--- src/design/fur_pkg.sv ---
// firmware update receiver: shared types and codes
// used by the top level; depends on nothing
package fur_pkg;

  // protocol phase
  typedef enum logic [2:0] {
    PH_IDLE  = 3'd0,
    PH_READY = 3'd1,
    PH_INIT  = 3'd2,
    PH_DATA  = 3'd3,
    PH_VALID = 3'd4
  } phase_t;

  // result sequencer
  typedef enum logic [2:0] {
    ST_IDLE   = 3'd0,
    ST_NOTICE = 3'd1,
    ST_PG_RD  = 3'd2,
    ST_PG_OUT = 3'd3,
    ST_SINGLE = 3'd4
  } seq_t;

  // input operation
  localparam logic OP_DATA = 1'b0;
  localparam logic OP_CMD  = 1'b1;

  // control point commands
  localparam logic [2:0] CMD_INIT     = 3'd0;
  localparam logic [2:0] CMD_RECEIVE  = 3'd1;
  localparam logic [2:0] CMD_VALIDATE = 3'd2;
  localparam logic [2:0] CMD_ACTIVATE = 3'd3;
  localparam logic [2:0] CMD_RESET    = 3'd4;
  localparam logic [2:0] CMD_INTERVAL = 3'd5;

  // result kinds
  localparam logic [2:0] KIND_RESP   = 3'd0;
  localparam logic [2:0] KIND_NOTICE = 3'd1;
  localparam logic [2:0] KIND_FLASH  = 3'd2;
  localparam logic [2:0] KIND_CLRKEY = 3'd3;
  localparam logic [2:0] KIND_ACT    = 3'd4;
  localparam logic [2:0] KIND_RADIO  = 3'd5;

  // response procedures
  localparam logic [1:0] PROC_START    = 2'd0;
  localparam logic [1:0] PROC_INIT     = 2'd1;
  localparam logic [1:0] PROC_RECEIVE  = 2'd2;
  localparam logic [1:0] PROC_VALIDATE = 2'd3;

  // packet position saturates here
  localparam logic [4:0] POS_MAX = 5'd31;

endpackage

--- src/design/fur_if.sv ---
// firmware update receiver: valid/ready channels for input and result words
// no dependencies, not even on fur_pkg
interface fur_in_if;
  logic        valid;
  logic        ready;
  logic        op;
  logic [7:0]  data_byte;
  logic        first_of_packet;
  logic        last_of_packet;
  logic [2:0]  command;
  logic [15:0] receipt_interval;

  modport source (output valid, op, data_byte, first_of_packet, last_of_packet, command,
                  receipt_interval, input ready);
  modport sink (input valid, op, data_byte, first_of_packet, last_of_packet, command,
                receipt_interval, output ready);
endinterface

interface fur_out_if;
  logic        valid;
  logic        ready;
  logic [2:0]  kind;
  logic [1:0]  procedure;
  logic [31:0] byte_count;
  logic [15:0] flash_address;
  logic [63:0] flash_word;
  logic        page_commit;
  logic        last;

  modport source (output valid, kind, procedure, byte_count, flash_address, flash_word,
                  page_commit, last, input ready);
  modport sink (input valid, kind, procedure, byte_count, flash_address, flash_word,
                page_commit, last, output ready);
endinterface

--- src/design/firmware_update_receiver.sv ---
// firmware update receiver top level: phase tracking, page buffer memory, result sequencer
// depends on fur_pkg and the channel interfaces in fur_if.sv
//
// Takes one word per handshake on in_ch: a data-packet byte (op 0) or a control
// command (op 1), and returns its results on out_ch in order, the final one
// flagged with last. Data bytes are kept in a page buffer memory of 64-bit
// words (PAGE_BYTES/8 rounded up) with a registered read; a byte is
// written into its lane as it is accepted, and a fill count tells which lanes
// hold live bytes, so the buffer needs no clearing pass after reset or after
// a page goes out. An item is taken only while the sequencer is idle;
// each plain result (response, receipt notice, clear key, activate, radio
// reset) is then loaded once the output register is free, and a page
// flush reads each flash word from the memory and then loads it into the
// output register. The output register lets a new word in while the
// last result of the previous one still waits at out_ch.
module firmware_update_receiver #(
  parameter int PAGE_BYTES = 128
) (
  input  logic            clk,
  input  logic            rst_n,
  fur_in_if.sink          in_ch,
  fur_out_if.source       out_ch
);

  localparam int WORDS = (PAGE_BYTES + 7) / 8;
  localparam int WIDX  = (WORDS > 1) ? $clog2(WORDS) : 1;
  localparam int FW    = $clog2(PAGE_BYTES + 1);
  localparam int CW    = (FW > WIDX + 3) ? FW : WIDX + 3;

  // architectural state
  fur_pkg::phase_t phase_r, phase_nxt;
  logic [31:0]     image_size_r, image_size_nxt;
  logic [31:0]     bytes_r, bytes_nxt;
  logic [15:0]     interval_r, interval_nxt;
  logic [15:0]     countdown_r, countdown_nxt;
  logic [FW-1:0]   fill_r, fill_nxt;
  logic [15:0]     page_base_r, page_base_nxt;
  logic [4:0]      pos_r, pos_nxt;

  // results planned for the word in hand
  logic            pend_notice_r, pend_notice_nxt;
  logic [31:0]     notice_cnt_r, notice_cnt_nxt;
  logic            pend_page_r, pend_page_nxt;
  logic [FW-1:0]   page_cnt_r, page_cnt_nxt;
  logic [15:0]     page_addr_r, page_addr_nxt;
  logic            pend_single_r, pend_single_nxt;
  logic [2:0]      single_kind_r, single_kind_nxt;
  logic [1:0]      single_proc_r, single_proc_nxt;

  // sequencer and page buffer
  fur_pkg::seq_t   state_r, state_nxt;
  logic [WIDX-1:0] word_r;
  logic [63:0]     rd_data_r;
  logic [63:0]     buf_mem [WORDS];
  logic            wr_en;

  // output register
  logic            out_valid_r;
  logic [2:0]      out_kind_r;
  logic [1:0]      out_proc_r;
  logic [31:0]     out_count_r;
  logic [15:0]     out_addr_r;
  logic [63:0]     out_word_r;
  logic            out_commit_r;
  logic            out_last_r;

  // sequencer outputs
  logic            in_ready;
  logic            acc;
  logic            slot_free;
  logic            ld;
  logic [2:0]      ld_kind;
  logic [1:0]      ld_proc;
  logic [31:0]     ld_count;
  logic [15:0]     ld_addr;
  logic [63:0]     ld_word;
  logic            ld_commit;
  logic            ld_last;
  logic            word_adv;
  logic            last_word;
  logic [63:0]     masked_word;

  assign acc       = in_ch.valid && in_ready;
  assign slot_free = !out_valid_r || out_ch.ready;
  assign last_word = (word_r == WIDX'(WORDS - 1));

  // ---------------------------------------------------------------------------
  // item decode: state update and result plan, evaluated on accept
  // ---------------------------------------------------------------------------
  always_comb begin
    logic [4:0]    pos;
    logic [31:0]   img;
    logic [15:0]   cd;
    logic [FW-1:0] fill_inc;
    logic          match;

    phase_nxt       = phase_r;
    image_size_nxt  = image_size_r;
    bytes_nxt       = bytes_r;
    interval_nxt    = interval_r;
    countdown_nxt   = countdown_r;
    fill_nxt        = fill_r;
    page_base_nxt   = page_base_r;
    pos_nxt         = pos_r;
    pend_notice_nxt = pend_notice_r;
    notice_cnt_nxt  = notice_cnt_r;
    pend_page_nxt   = pend_page_r;
    page_cnt_nxt    = page_cnt_r;
    page_addr_nxt   = page_addr_r;
    pend_single_nxt = pend_single_r;
    single_kind_nxt = single_kind_r;
    single_proc_nxt = single_proc_r;
    wr_en           = 1'b0;
    pos             = '0;
    img             = '0;
    cd              = '0;
    fill_inc        = '0;
    match           = 1'b0;

    if (acc) begin
      pend_notice_nxt = 1'b0;
      pend_page_nxt   = 1'b0;
      pend_single_nxt = 1'b0;
      single_proc_nxt = fur_pkg::PROC_START;
      if (in_ch.op == fur_pkg::OP_DATA) begin
        pos     = in_ch.first_of_packet ? 5'd0 : pos_r;
        pos_nxt = (pos < fur_pkg::POS_MAX) ? pos + 5'd1 : fur_pkg::POS_MAX;
        unique case (phase_r)
          fur_pkg::PH_IDLE: begin
            // size field of the start packet, bytes 8 to 11, little-endian
            img = in_ch.first_of_packet ? 32'd0 : image_size_r;
            if (pos[4:2] == 3'd2) begin
              img[{pos[1:0], 3'b000} +: 8] = in_ch.data_byte;
            end
            image_size_nxt = img;
            if (in_ch.last_of_packet) begin
              pend_single_nxt = 1'b1;
              single_kind_nxt = fur_pkg::KIND_RESP;
              single_proc_nxt = fur_pkg::PROC_START;
              phase_nxt       = fur_pkg::PH_READY;
            end
          end
          fur_pkg::PH_INIT: begin
            if (in_ch.last_of_packet) begin
              pend_single_nxt = 1'b1;
              single_kind_nxt = fur_pkg::KIND_RESP;
              single_proc_nxt = fur_pkg::PROC_INIT;
            end
          end
          fur_pkg::PH_DATA: begin
            if (in_ch.first_of_packet && (interval_r != 16'd0)) begin
              cd = countdown_r - 16'd1;
              if (cd == 16'd0) begin
                cd              = interval_r;
                pend_notice_nxt = 1'b1;
                notice_cnt_nxt  = bytes_r;
              end
              countdown_nxt = cd;
            end
            wr_en     = 1'b1;
            fill_inc  = fill_r + FW'(1);
            bytes_nxt = bytes_r + 32'd1;
            match     = in_ch.last_of_packet && (bytes_nxt == image_size_r);
            // full page, or a partial one at completion (never empty here)
            if ((fill_inc == FW'(PAGE_BYTES)) || match) begin
              pend_page_nxt = 1'b1;
              page_cnt_nxt  = fill_inc;
              page_addr_nxt = page_base_r;
              page_base_nxt = page_base_r + 16'(PAGE_BYTES);
              fill_nxt      = '0;
            end else begin
              fill_nxt = fill_inc;
            end
            if (match) begin
              pend_single_nxt = 1'b1;
              single_kind_nxt = fur_pkg::KIND_RESP;
              single_proc_nxt = fur_pkg::PROC_RECEIVE;
            end
          end
          default: begin
            // bytes in ready or valid are dropped
          end
        endcase
      end else begin
        unique case (in_ch.command)
          fur_pkg::CMD_INIT: begin
            if (phase_r == fur_pkg::PH_READY) begin
              phase_nxt = fur_pkg::PH_INIT;
            end
          end
          fur_pkg::CMD_RECEIVE: begin
            if ((phase_r == fur_pkg::PH_READY) || (phase_r == fur_pkg::PH_INIT)) begin
              pend_single_nxt = 1'b1;
              single_kind_nxt = fur_pkg::KIND_CLRKEY;
              phase_nxt       = fur_pkg::PH_DATA;
            end
          end
          fur_pkg::CMD_VALIDATE: begin
            if (phase_r == fur_pkg::PH_DATA) begin
              if (bytes_r == image_size_r) begin
                pend_single_nxt = 1'b1;
                single_kind_nxt = fur_pkg::KIND_RESP;
                single_proc_nxt = fur_pkg::PROC_VALIDATE;
              end
              phase_nxt = fur_pkg::PH_VALID;
            end
          end
          fur_pkg::CMD_ACTIVATE: begin
            if (phase_r == fur_pkg::PH_VALID) begin
              pend_single_nxt = 1'b1;
              single_kind_nxt = fur_pkg::KIND_ACT;
            end
          end
          fur_pkg::CMD_RESET: begin
            pend_single_nxt = 1'b1;
            single_kind_nxt = fur_pkg::KIND_RADIO;
            phase_nxt       = fur_pkg::PH_IDLE;
          end
          fur_pkg::CMD_INTERVAL: begin
            interval_nxt  = in_ch.receipt_interval;
            countdown_nxt = in_ch.receipt_interval;
          end
          default: begin
            // unknown commands are dropped
          end
        endcase
      end
    end
  end

  // ---------------------------------------------------------------------------
  // sequencer: next state
  // ---------------------------------------------------------------------------
  always_comb begin
    state_nxt = state_r;
    unique case (state_r)
      fur_pkg::ST_IDLE: begin
        if (acc) begin
          priority if (pend_notice_nxt) state_nxt = fur_pkg::ST_NOTICE;
          else if (pend_page_nxt)       state_nxt = fur_pkg::ST_PG_RD;
          else if (pend_single_nxt)     state_nxt = fur_pkg::ST_SINGLE;
          else                          state_nxt = fur_pkg::ST_IDLE;
        end
      end
      fur_pkg::ST_NOTICE: begin
        if (slot_free) begin
          priority if (pend_page_r) state_nxt = fur_pkg::ST_PG_RD;
          else if (pend_single_r)   state_nxt = fur_pkg::ST_SINGLE;
          else                      state_nxt = fur_pkg::ST_IDLE;
        end
      end
      fur_pkg::ST_PG_RD: begin
        state_nxt = fur_pkg::ST_PG_OUT;
      end
      fur_pkg::ST_PG_OUT: begin
        if (slot_free) begin
          priority if (!last_word) state_nxt = fur_pkg::ST_PG_RD;
          else if (pend_single_r)  state_nxt = fur_pkg::ST_SINGLE;
          else                     state_nxt = fur_pkg::ST_IDLE;
        end
      end
      fur_pkg::ST_SINGLE: begin
        if (slot_free) state_nxt = fur_pkg::ST_IDLE;
      end
      default: state_nxt = fur_pkg::ST_IDLE;
    endcase
  end

  // lanes at or beyond the fill count belong to a cleared buffer
  always_comb begin
    for (int b = 0; b < 8; b++) begin
      masked_word[b*8 +: 8] = (CW'({word_r, 3'(b)}) < CW'(page_cnt_r)) ?
                              rd_data_r[b*8 +: 8] : 8'd0;
    end
  end

  // ---------------------------------------------------------------------------
  // sequencer: outputs
  // ---------------------------------------------------------------------------
  always_comb begin
    in_ready  = 1'b0;
    ld        = 1'b0;
    ld_kind   = fur_pkg::KIND_RESP;
    ld_proc   = fur_pkg::PROC_START;
    ld_count  = '0;
    ld_addr   = '0;
    ld_word   = '0;
    ld_commit = 1'b0;
    ld_last   = 1'b0;
    word_adv  = 1'b0;
    unique case (state_r)
      fur_pkg::ST_IDLE: begin
        in_ready = 1'b1;
      end
      fur_pkg::ST_NOTICE: begin
        ld       = slot_free;
        ld_kind  = fur_pkg::KIND_NOTICE;
        ld_count = notice_cnt_r;
        ld_last  = !pend_page_r && !pend_single_r;
      end
      fur_pkg::ST_PG_RD: begin
        // memory read of word_r in flight
      end
      fur_pkg::ST_PG_OUT: begin
        ld        = slot_free;
        word_adv  = slot_free;
        ld_kind   = fur_pkg::KIND_FLASH;
        ld_addr   = page_addr_r + 16'({word_r, 3'b000});
        ld_word   = masked_word;
        ld_commit = last_word;
        ld_last   = last_word && !pend_single_r;
      end
      fur_pkg::ST_SINGLE: begin
        ld      = slot_free;
        ld_kind = single_kind_r;
        ld_proc = single_proc_r;
        ld_last = 1'b1;
      end
      default: begin
      end
    endcase
  end

  // page buffer: byte-lane write on accept, registered word read
  always_ff @(posedge clk) begin
    if (wr_en) begin
      buf_mem[fill_r[WIDX+2:3]][{fill_r[2:0], 3'b000} +: 8] <= in_ch.data_byte;
    end
    rd_data_r <= buf_mem[word_r];
  end

  // control state
  always_ff @(posedge clk) begin
    if (!rst_n) begin
      phase_r       <= fur_pkg::PH_IDLE;
      image_size_r  <= '0;
      bytes_r       <= '0;
      interval_r    <= '0;
      countdown_r   <= '0;
      fill_r        <= '0;
      page_base_r   <= '0;
      pos_r         <= '0;
      pend_notice_r <= 1'b0;
      pend_page_r   <= 1'b0;
      pend_single_r <= 1'b0;
      state_r       <= fur_pkg::ST_IDLE;
      word_r        <= '0;
      out_valid_r   <= 1'b0;
    end else begin
      phase_r       <= phase_nxt;
      image_size_r  <= image_size_nxt;
      bytes_r       <= bytes_nxt;
      interval_r    <= interval_nxt;
      countdown_r   <= countdown_nxt;
      fill_r        <= fill_nxt;
      page_base_r   <= page_base_nxt;
      pos_r         <= pos_nxt;
      pend_notice_r <= pend_notice_nxt;
      pend_page_r   <= pend_page_nxt;
      pend_single_r <= pend_single_nxt;
      state_r       <= state_nxt;
      if (word_adv) begin
        word_r <= last_word ? '0 : word_r + WIDX'(1);
      end
      if (ld) begin
        out_valid_r <= 1'b1;
      end else if (out_ch.ready) begin
        out_valid_r <= 1'b0;
      end
    end
  end

  // payload registers
  always_ff @(posedge clk) begin
    notice_cnt_r  <= notice_cnt_nxt;
    page_cnt_r    <= page_cnt_nxt;
    page_addr_r   <= page_addr_nxt;
    single_kind_r <= single_kind_nxt;
    single_proc_r <= single_proc_nxt;
    if (ld) begin
      out_kind_r   <= ld_kind;
      out_proc_r   <= ld_proc;
      out_count_r  <= ld_count;
      out_addr_r   <= ld_addr;
      out_word_r   <= ld_word;
      out_commit_r <= ld_commit;
      out_last_r   <= ld_last;
    end
  end

  assign in_ch.ready          = in_ready;
  assign out_ch.valid         = out_valid_r;
  assign out_ch.kind          = out_kind_r;
  assign out_ch.procedure     = out_proc_r;
  assign out_ch.byte_count    = out_count_r;
  assign out_ch.flash_address = out_addr_r;
  assign out_ch.flash_word    = out_word_r;
  assign out_ch.page_commit   = out_commit_r;
  assign out_ch.last          = out_last_r;

`ifndef SYNTHESIS
  // fill count never reaches a whole page between words
  a_fill_range: assert property (@(posedge clk) disable iff (!rst_n)
    fill_r < FW'(PAGE_BYTES))
    else $error("page fill count out of range");

  // a flash word is output only after its buffer read state, or while it is held there
  a_read_latency: assert property (@(posedge clk) disable iff (!rst_n)
    (state_r == fur_pkg::ST_PG_OUT) |->
      ($past(state_r) == fur_pkg::ST_PG_RD) || ($past(state_r) == fur_pkg::ST_PG_OUT))
    else $error("flash word output without a prior buffer read");

  // word counter rests at zero outside a page flush
  a_word_idle: assert property (@(posedge clk) disable iff (!rst_n)
    (state_r == fur_pkg::ST_IDLE) |-> (word_r == '0))
    else $error("word counter not reset after page flush");

  // a page commit closes a flash word run and is followed by nothing but a response
  a_commit_kind: assert property (@(posedge clk) disable iff (!rst_n)
    (ld && ld_commit) |-> (ld_kind == fur_pkg::KIND_FLASH) && (state_nxt != fur_pkg::ST_PG_RD))
    else $error("page commit on a word that does not end the page");

  // no new word is taken while results of the last one are still queued
  a_no_overlap: assert property (@(posedge clk) disable iff (!rst_n)
    acc |=> !in_ready || (!pend_notice_r && !pend_page_r && !pend_single_r))
    else $error("word accepted with results still pending");
`endif

endmodule
--- src/flat_wrapper.sv ---
// flat-port wrapper written by rule: the top's interface ports become plain ports
module firmware_update_receiver_flat 
#(
  parameter int PAGE_BYTES = 128
)
  (clk, rst_n, in_ch_valid, in_ch_op, in_ch_data_byte, in_ch_first_of_packet, in_ch_last_of_packet, in_ch_command, in_ch_receipt_interval, in_ch_ready, out_ch_valid, out_ch_kind, out_ch_procedure, out_ch_byte_count, out_ch_flash_address, out_ch_flash_word, out_ch_page_commit, out_ch_last, out_ch_ready);
  fur_in_if in_ch_i ();
  fur_out_if out_ch_i ();
  input  logic clk;
  input  logic rst_n;
  input wire logic [$bits(in_ch_i.valid)-1:0] in_ch_valid;
  input wire logic [$bits(in_ch_i.op)-1:0] in_ch_op;
  input wire logic [$bits(in_ch_i.data_byte)-1:0] in_ch_data_byte;
  input wire logic [$bits(in_ch_i.first_of_packet)-1:0] in_ch_first_of_packet;
  input wire logic [$bits(in_ch_i.last_of_packet)-1:0] in_ch_last_of_packet;
  input wire logic [$bits(in_ch_i.command)-1:0] in_ch_command;
  input wire logic [$bits(in_ch_i.receipt_interval)-1:0] in_ch_receipt_interval;
  output wire logic [$bits(in_ch_i.ready)-1:0] in_ch_ready;
  output wire logic [$bits(out_ch_i.valid)-1:0] out_ch_valid;
  output wire logic [$bits(out_ch_i.kind)-1:0] out_ch_kind;
  output wire logic [$bits(out_ch_i.procedure)-1:0] out_ch_procedure;
  output wire logic [$bits(out_ch_i.byte_count)-1:0] out_ch_byte_count;
  output wire logic [$bits(out_ch_i.flash_address)-1:0] out_ch_flash_address;
  output wire logic [$bits(out_ch_i.flash_word)-1:0] out_ch_flash_word;
  output wire logic [$bits(out_ch_i.page_commit)-1:0] out_ch_page_commit;
  output wire logic [$bits(out_ch_i.last)-1:0] out_ch_last;
  input wire logic [$bits(out_ch_i.ready)-1:0] out_ch_ready;
  assign in_ch_i.valid = in_ch_valid;
  assign in_ch_i.op = in_ch_op;
  assign in_ch_i.data_byte = in_ch_data_byte;
  assign in_ch_i.first_of_packet = in_ch_first_of_packet;
  assign in_ch_i.last_of_packet = in_ch_last_of_packet;
  assign in_ch_i.command = in_ch_command;
  assign in_ch_i.receipt_interval = in_ch_receipt_interval;
  assign in_ch_ready = in_ch_i.ready;
  assign out_ch_valid = out_ch_i.valid;
  assign out_ch_kind = out_ch_i.kind;
  assign out_ch_procedure = out_ch_i.procedure;
  assign out_ch_byte_count = out_ch_i.byte_count;
  assign out_ch_flash_address = out_ch_i.flash_address;
  assign out_ch_flash_word = out_ch_i.flash_word;
  assign out_ch_page_commit = out_ch_i.page_commit;
  assign out_ch_last = out_ch_i.last;
  assign out_ch_i.ready = out_ch_ready;
  firmware_update_receiver #(.PAGE_BYTES(PAGE_BYTES)) u_core (.clk(clk), .rst_n(rst_n), .in_ch(in_ch_i), .out_ch(out_ch_i));
endmodule
--- config.mk ---
export PLATFORM = sky130hd
export DESIGN_NAME = firmware_update_receiver_flat
export DESIGN_NICKNAME = d
export VERILOG_FILES = /design/src/design/fur_pkg.sv /design/src/design/fur_if.sv /design/src/design/firmware_update_receiver.sv /design/src/flat_wrapper.sv
export SDC_FILE = /design/constraint.sdc
export NUM_CORES = 2
export LEC_CHECK = 0
export BUFFER_PORTS_ARGS = -buffer_cell sky130_fd_sc_hd__buf_2
export CORE_MARGIN = 4
export CORE_UTILIZATION = 45
export DETAILED_ROUTE_END_ITERATION = 8
export GPL_TIMING_DRIVEN = 0
export MAX_ROUTING_LAYER = met4
export PLACE_DENSITY = 0.59
export SETUP_SLACK_MARGIN = 0.15
export SLEW_MARGIN = 30
export SYNTH_ARGS = -nofsm -noshare
export SYNTH_HDL_FRONTEND = slang
export SYNTH_SLANG_ARGS = --single-unit
--- constraint.sdc ---
create_clock -name clk -period 10.03 [get_ports clk]
set_clock_uncertainty 0.2 [all_clocks]
set_input_delay 1.5045 -clock clk [delete_from_list [all_inputs] [get_ports clk]]
set_output_delay 1.5045 -clock clk [all_outputs]
set_load 0.02 [all_outputs]
# == After elaboration in Yosys (flattened, before gate mapping) ==
# Memory sizes are Yosys's and may differ from the RTL's. A register that Yosys moved wholly into a read port is not among the register bits.
# Cells that the tools add are included.
# totals
n_memories,1
ramBits,1024
wordCells,207
regBits,319
# memory_table
name,words,word_bits,rd,rd_ports_with_merged_regs,wr,line_no,text
u_core.buf_mem,16,64,1,1,1,firmware_update_receiver.sv:54,logic [63:0] buf_mem [WORDS];
# op_classes
n_bitwise,1
add_sub_neg,9
n_eq_ne,32
order_cmp,9
n_reduce_logical,42
shift,4
mux,76
# ops
cell,n
two-way mux 16 bit,5
two-way mux 3 bit,22
== test 32 bit,2
< comparator 7 x 8 -> 1 bit,8
two-way mux 32 bit,2
two-way mux 64 bit,1
"variable shift 8 x 8 -> 64 bit, first input constant",1
variable part select 8 x 8 -> 64 bit,1
"adder 32 x 1 -> 32 bit, second input constant",1
bitwise mux 32 bit,1
"variable shift 8 x 7 -> 32 bit, first input constant",1
variable part select 8 x 7 -> 32 bit,1
two-way mux 1 bit,27
one-hot mux 3 bit (4 select lines),2
"== test 3 x 2 -> 1 bit, second input constant",7
"!= test 3 x 2 -> 1 bit, second input constant",6
AND reduction 2 bit,9
adder 16 x 7 -> 16 bit,1
"adder 16 x 8 -> 16 bit, second input constant",1
logical NOT 16 bit,1
nonzero test 16 bit,1
"subtractor 16 x 1 -> 16 bit, second input constant",1
one-hot mux 3 bit (5 select lines),1
"== test 3 bit, second input constant",4
36 further kinds,66

# == Depth between registers and ports, before layout ==
# depth
word_depth,12
ltp_mapped,13
ltp_nobuf,11

# == Least setup slack after synthesis ==
# Ideal clock, no wire load.
# synth_path
path_type,input to register
from,input out_ch_ready
to,"register u_core.out_count_r[0], in the netlist u_core.out_ch.byte_count[0] (enable)"
path_slack_ns,2.817
n_path_buf,0
t_required_ns,9.238
arrival_ns,6.421
cell_stages,2
path_cell_list,nor2b_1 -> nor2_1
# synth_between
elab_chain_cells,2
# synth_rtl
item,line_no,text
"start, declared",flat_wrapper.sv:27,input wire logic [$bits(out_ch_i.ready)-1:0] out_ch_ready;
logical OR 1 bit,firmware_update_receiver.sv:84,assign slot_free = !out_valid_r || out_ch.ready;
two-way mux 1 bit,firmware_update_receiver.sv:291,unique case (state_r)
named net u_core.ld,firmware_update_receiver.sv:71,logic ld;
"end signal, assigned",firmware_update_receiver.sv:383,out_count_r <= ld_count;
"end, declared",firmware_update_receiver.sv:61,logic [31:0] out_count_r;
# The timed path passes the listed nets, and every way through them passes these cells.
# A chain may end at the register's enable or synchronous reset.

# == Worst setup path in the final report ==
# layout_path
from,register u_core.state_r[0]
to,memory u_core.buf_mem[9][60] (enable)
# layout_between
elab_chain_cells,6
# layout_rtl
item,line_no,text
"start, declared",firmware_update_receiver.sv:51,"fur_pkg::seq_t state_r, state_nxt;"
"start signal, assigned",firmware_update_receiver.sv:346,state_r <= fur_pkg::ST_IDLE;
"start signal, assigned",firmware_update_receiver.sv:361,state_r <= state_nxt;
logical NOT 3 bit,firmware_update_receiver.sv:291,
two-way mux 1 bit,firmware_update_receiver.sv:291,
logical AND 1 bit,firmware_update_receiver.sv:83,assign acc = in_ch.valid && in_ready;
named net u_core.acc,firmware_update_receiver.sv:69,logic acc;
two-way mux 1 bit,firmware_update_receiver.sv:120,if (acc) begin
two-way mux 1 bit,firmware_update_receiver.sv:326,if (wr_en) begin
two-way mux 64 bit (implied by the code),firmware_update_receiver.sv:327,"buf_mem[fill_r[WIDX+2:3]][{fill_r[2:0], 3'b000} +: 8] <= in_ch.data_byte;"
"end, declared",firmware_update_receiver.sv:54,
# The timed path passes the listed nets, and every way through them passes these cells.

==> flow_metrics.env <==
export IMPL_setup_violations=0
export IMPL_drtPass1Iterations=6
export IMPL_synth_cell_types=77
export IMPL_path_class="reg2reg"
export IMPL_outcome="completed"
export IMPL_drc=0
export IMPL_vdd_drop_max_mv=0.1653
export IMPL_fp_coreArea_mm2=0.1203
export IMPL_post_cts_resized=0
export IMPL_wl_met2_um=66020
export IMPL_synthToLayoutAreaGrowth_pct=14.77
export IMPL_start_util=0.4548
export IMPL_die_width_um=356.7
export IMPL_fin_crit_sh=0.5496
export IMPL_ys_seq_area_frac=0.7271
export IMPL_min_period_ps=5512
export IMPL_antenna_found_initial=7
export IMPL_final_util=0.5220
export IMPL_cts_num_sinks=1390
export IMPL_synth_area_leaders="edfxtp_1 66%, mux4_2 13%, dfxtp_1 7.2%"
export IMPL_grt_pass1_vias=29880
export IMPL_die_area_mm2=0.1272
export IMPL_grt_total_usage=0.2230
export IMPL_yosysWarnings=0
export IMPL_synth_edf_count=1194
export IMPL_hold_class="reg2reg"
export IMPL_async_flop_share=0
export IMPL_clk_latency_ps=760
export IMPL_crit_fanout=10
export IMPL_io_pins=155
export IMPL_yosysTopAreaCell="edfxtp_1"
export IMPL_synth_main_ff_cell="edfxtp_1"
export IMPL_cp_common_cell="nand2_1"
export IMPL_crit_path_top_delay_cell="nor2_1"
export IMPL_drv_cap=0
export IMPL_cp_arrival_ps=5670
export IMPL_ant_nets=0
export IMPL_drt_total_wl_um=137000
export IMPL_cts_hold_buf=0
export IMPL_crit_chain="clkbuf_1 -> nor3_1 -> nand2_1 -> clkbuf_1 -> inv_1 -> nand2_1 -> nor3_2 -> buf_4 -> clkbuf_2 -> nand2_1 -> nor2_1 -> nand2_1 -> clkbuf_1 -> nor2_1"
export IMPL_std_cell_rows=127
export IMPL_relSlewSlack=0.2807
export IMPL_rsz0062_at_grt="false"
export IMPL_route_vias_total=29400
export IMPL_grt_pass1_wl_um=200500
export IMPL_clockRootBuffer="clkbuf_16"
export IMPL_hold_viol=0
export IMPL_tightest_slew_ps=1076
export IMPL_grt_max_degree=27
export IMPL_cp_top_family="simple AND/OR/NAND/NOR gates"
export IMPL_cts_buffers=144
export IMPL_placed_area_mm2=0.05787
export IMPL_endpoint_kind="register"
export IMPL_viasPerCell=5.702
export IMPL_grt_ovfl_total=0
export IMPL_cts_buffer_depth=3
export IMPL_top_layer="met4"
export IMPL_syn_inst=3112
export IMPL_netlist_area_mm2=0.05471
export IMPL_timing_critical_path_buf_inv=6
export IMPL_fin_nets=3477
export IMPL_path_clk_slew_ps=60
export IMPL_htree_num_levels=4
export IMPL_drive_gt1_frac=0.2311
export IMPL_die_y_um=356.7
export IMPL_critPathMaxStageDelay_ps=810
export IMPL_stdcell_area_mm2=0.06279
export IMPL_dp_hpwl_um=93580
export IMPL_route_met3_wl_um=10130
export IMPL_port_buffer_count=146
export IMPL_finalMaxSlewViolations=0
export IMPL_synth_seq_cells=1390
export IMPL_syn_avg_cell_area_um2=17.58
export IMPL_p_leak_uw=0.02109
export IMPL_gp_congestion=0.9092
export IMPL_crit_required_ps=10190
export IMPL_yosysTopAreaCellShare=0.6553
export IMPL_route_layer_met1_wl_um=56930
export IMPL_tritoncts="built"
export IMPL_cts_setup_buffers=0
export IMPL_clock_fmax_mhz=181.4
export IMPL_wl_per_cell_um=26.56
export IMPL_start_kind="register"
export IMPL_pwr_density_cell_mw_per_mm2=189.1
export IMPL_drt_initial_drc_count=2725
-- layout make-up --
| cell class | instances | area (um2) |
|---|---|---|
| Fill cell | 9692 | 57500 |
| Sequential cell | 1390 | 39780 |
| Multi-Input combinational cell | 1520 | 14320 |
| Clock buffer | 189 | 3949 |
| Tap cell | 1612 | 2017 |
| Timing Repair Buffer | 161 | 980.9 |
| Clock inverter | 75 | 892.1 |
| Buffer | 171 | 719.4 |
| Inverter | 33 | 123.9 |
| Antenna cell | 5 | 12.51 |
-- flip-flops by register name, summed over array words and instances, names as in the netlist, 2 cells and up --
| signal | count |
|---|---|
| u_core.countdown_r | 16 |
| u_core.word_r | 4 |
| u_core.fill_r | 8 |
| u_core.bytes_r | 32 |
| u_core.notice_cnt_r | 32 |
| u_core.state_r | 3 |
| u_core.out_ch.flash_address | 13 |
| u_core.rd_data_r | 64 |
| u_core.out_ch.byte_count | 32 |
| u_core.image_size_r | 32 |
| u_core.pos_r | 5 |
| u_core.single_kind_r | 3 |
| u_core.phase_r | 3 |
| u_core.out_ch.kind | 3 |
| u_core.single_proc_r | 2 |
| u_core.out_ch.procedure | 2 |
| u_core.interval_r | 16 |
| u_core.page_cnt_r | 8 |
| u_core.page_base_r | 9 |
| u_core.page_addr_r | 9 |
| u_core.buf_mem | 1024 |
| u_core.out_ch.flash_word | 64 |
-- layer usage --
layer  track usage  vias to the layer above
li1              -                    12850
met1        0.2948                    15260
met2        0.3502                     1065
met3       0.04964                      229
met4       0.06576                        0
met5             -                        -
-- where the power goes --
group / switching (uW) / leakage [uW] / internal [uW]
logic: 141 / 0.00509 / 54.9
registers: 9.91 / 0.0136 / 6220
clock network: 2210 / 0.00236 / 3230
-- logic make-up (layout without fill, tap and decap cells) --
kind of cell / Yosys count / count (layout) / synth area share
AO/OA/AOI/OAI: 234 / 234 / 0.02845
XOR/XNOR: 93 / 93 / 0.01489
adder cells (fa/ha/maj): 23 / 23 / 0.005214
buffers and inverters: 204 / 629 / 0.01438
flip-flops: 1390 / 1390 / 0.7271
multiplexers: 327 / 327 / 0.1330
other: 1 / 8 / 0.00006854
AND/OR/NAND/NOR: 840 / 840 / 0.07693
-- synthesized netlist by cell type (3+ instances only) --
master and instances:
a311o_1 3, nand4_1 32, xnor2_1 59, buf_2 8, nand3_1 37, o21a_1 5, o221a_2 3, mux2i_1 7
nor2_1 286, a22oi_1 33, and4_1 6, buf_4 3, clkbuf_1 139, edfxtp_1 1194, o31a_1 4, a2111oi_0 6
nand4b_1 4, o21ai_0 33, o211ai_1 3, a21o_1 8, nor3b_1 3, nor4_1 22, a21oi_1 78, nand2_1 142
o22ai_1 7, buf_1 21, inv_1 31, nand2b_1 17, a31oi_1 10, mux4_2 320, or2_2 5, nor2b_1 8
nor4b_1 5, and2_1 163, xor2_1 34, ha_1 22, a211oi_1 15, dfxtp_1 196, a41oi_1 4, and3_1 26
nor3_1 50, or3_1 17
-- through the flow --
stage	cells	hold slack (ps)	setup slack (ps)	setup TNS [ps]	total power, uW
after global placement	4872	220.7	-972.4	-107460	6544
after detailed placement	4885	209.4	4204	0	6551
after global routing	5151	229.4	4325	0	12240
final	5156	222.5	4518	0	11870
after CTS	5149	224.0	4557	0	11960
after floorplan	3114	202.9	2817	0	6465
-- cell usage in the layout, fill, tap and decap left out, drive strengths merged, types with 6 or more instances in the layout --
cell / count
dfxtp: 196
xor2: 34
and4: 6
and2: 164
clkinvlp: 6
inv: 40
a21o: 8
edfxtp: 1194
o22ai: 7
xnor2: 59
a2111oi: 7
mux2i: 7
nand4: 35
clkbuf: 335
buf: 186
and3: 26
a21oi: 78
a31oi: 10
nand3: 37
nor4: 24
nand2: 142
mux4: 320
or3: 17
nor2: 286
a211oi: 15
ha: 22
nor3: 51
bufinv: 17
nor4b: 7
clkinv: 45
nand2b: 17
a22oi: 33
nor2b: 8
o21ai: 33
-- final timing paths --
check | startpoint | to | slack [ps] | depth (start not counted)
setup / recovery | u_core.state_r[0]$_SDFFE_PN0P_ | u_core.buf_mem[9][60]$_DFFE_PP_ | 4520 | 14
hold / removal | u_core.bytes_r[6]$_SDFFE_PN0P_ | u_core.notice_cnt_r[6]$_DFFE_PP_ | 220 | 0
setup reg to reg | u_core.state_r[0]$_SDFFE_PN0P_ | u_core.buf_mem[9][60]$_DFFE_PP_ | 4520 | 14
hold reg to reg | u_core.bytes_r[6]$_SDFFE_PN0P_ | u_core.notice_cnt_r[6]$_DFFE_PP_ | 220 | 0
-- worst register-to-register path, delay by kind of cell (launching register included) --
kind | cells | cell delay [ps]
flops | 1 | 290
buf+inv | 6 | 1740
simple gates | 8 | 2860
No activity file was read; power rests on OpenSTA's default activity.
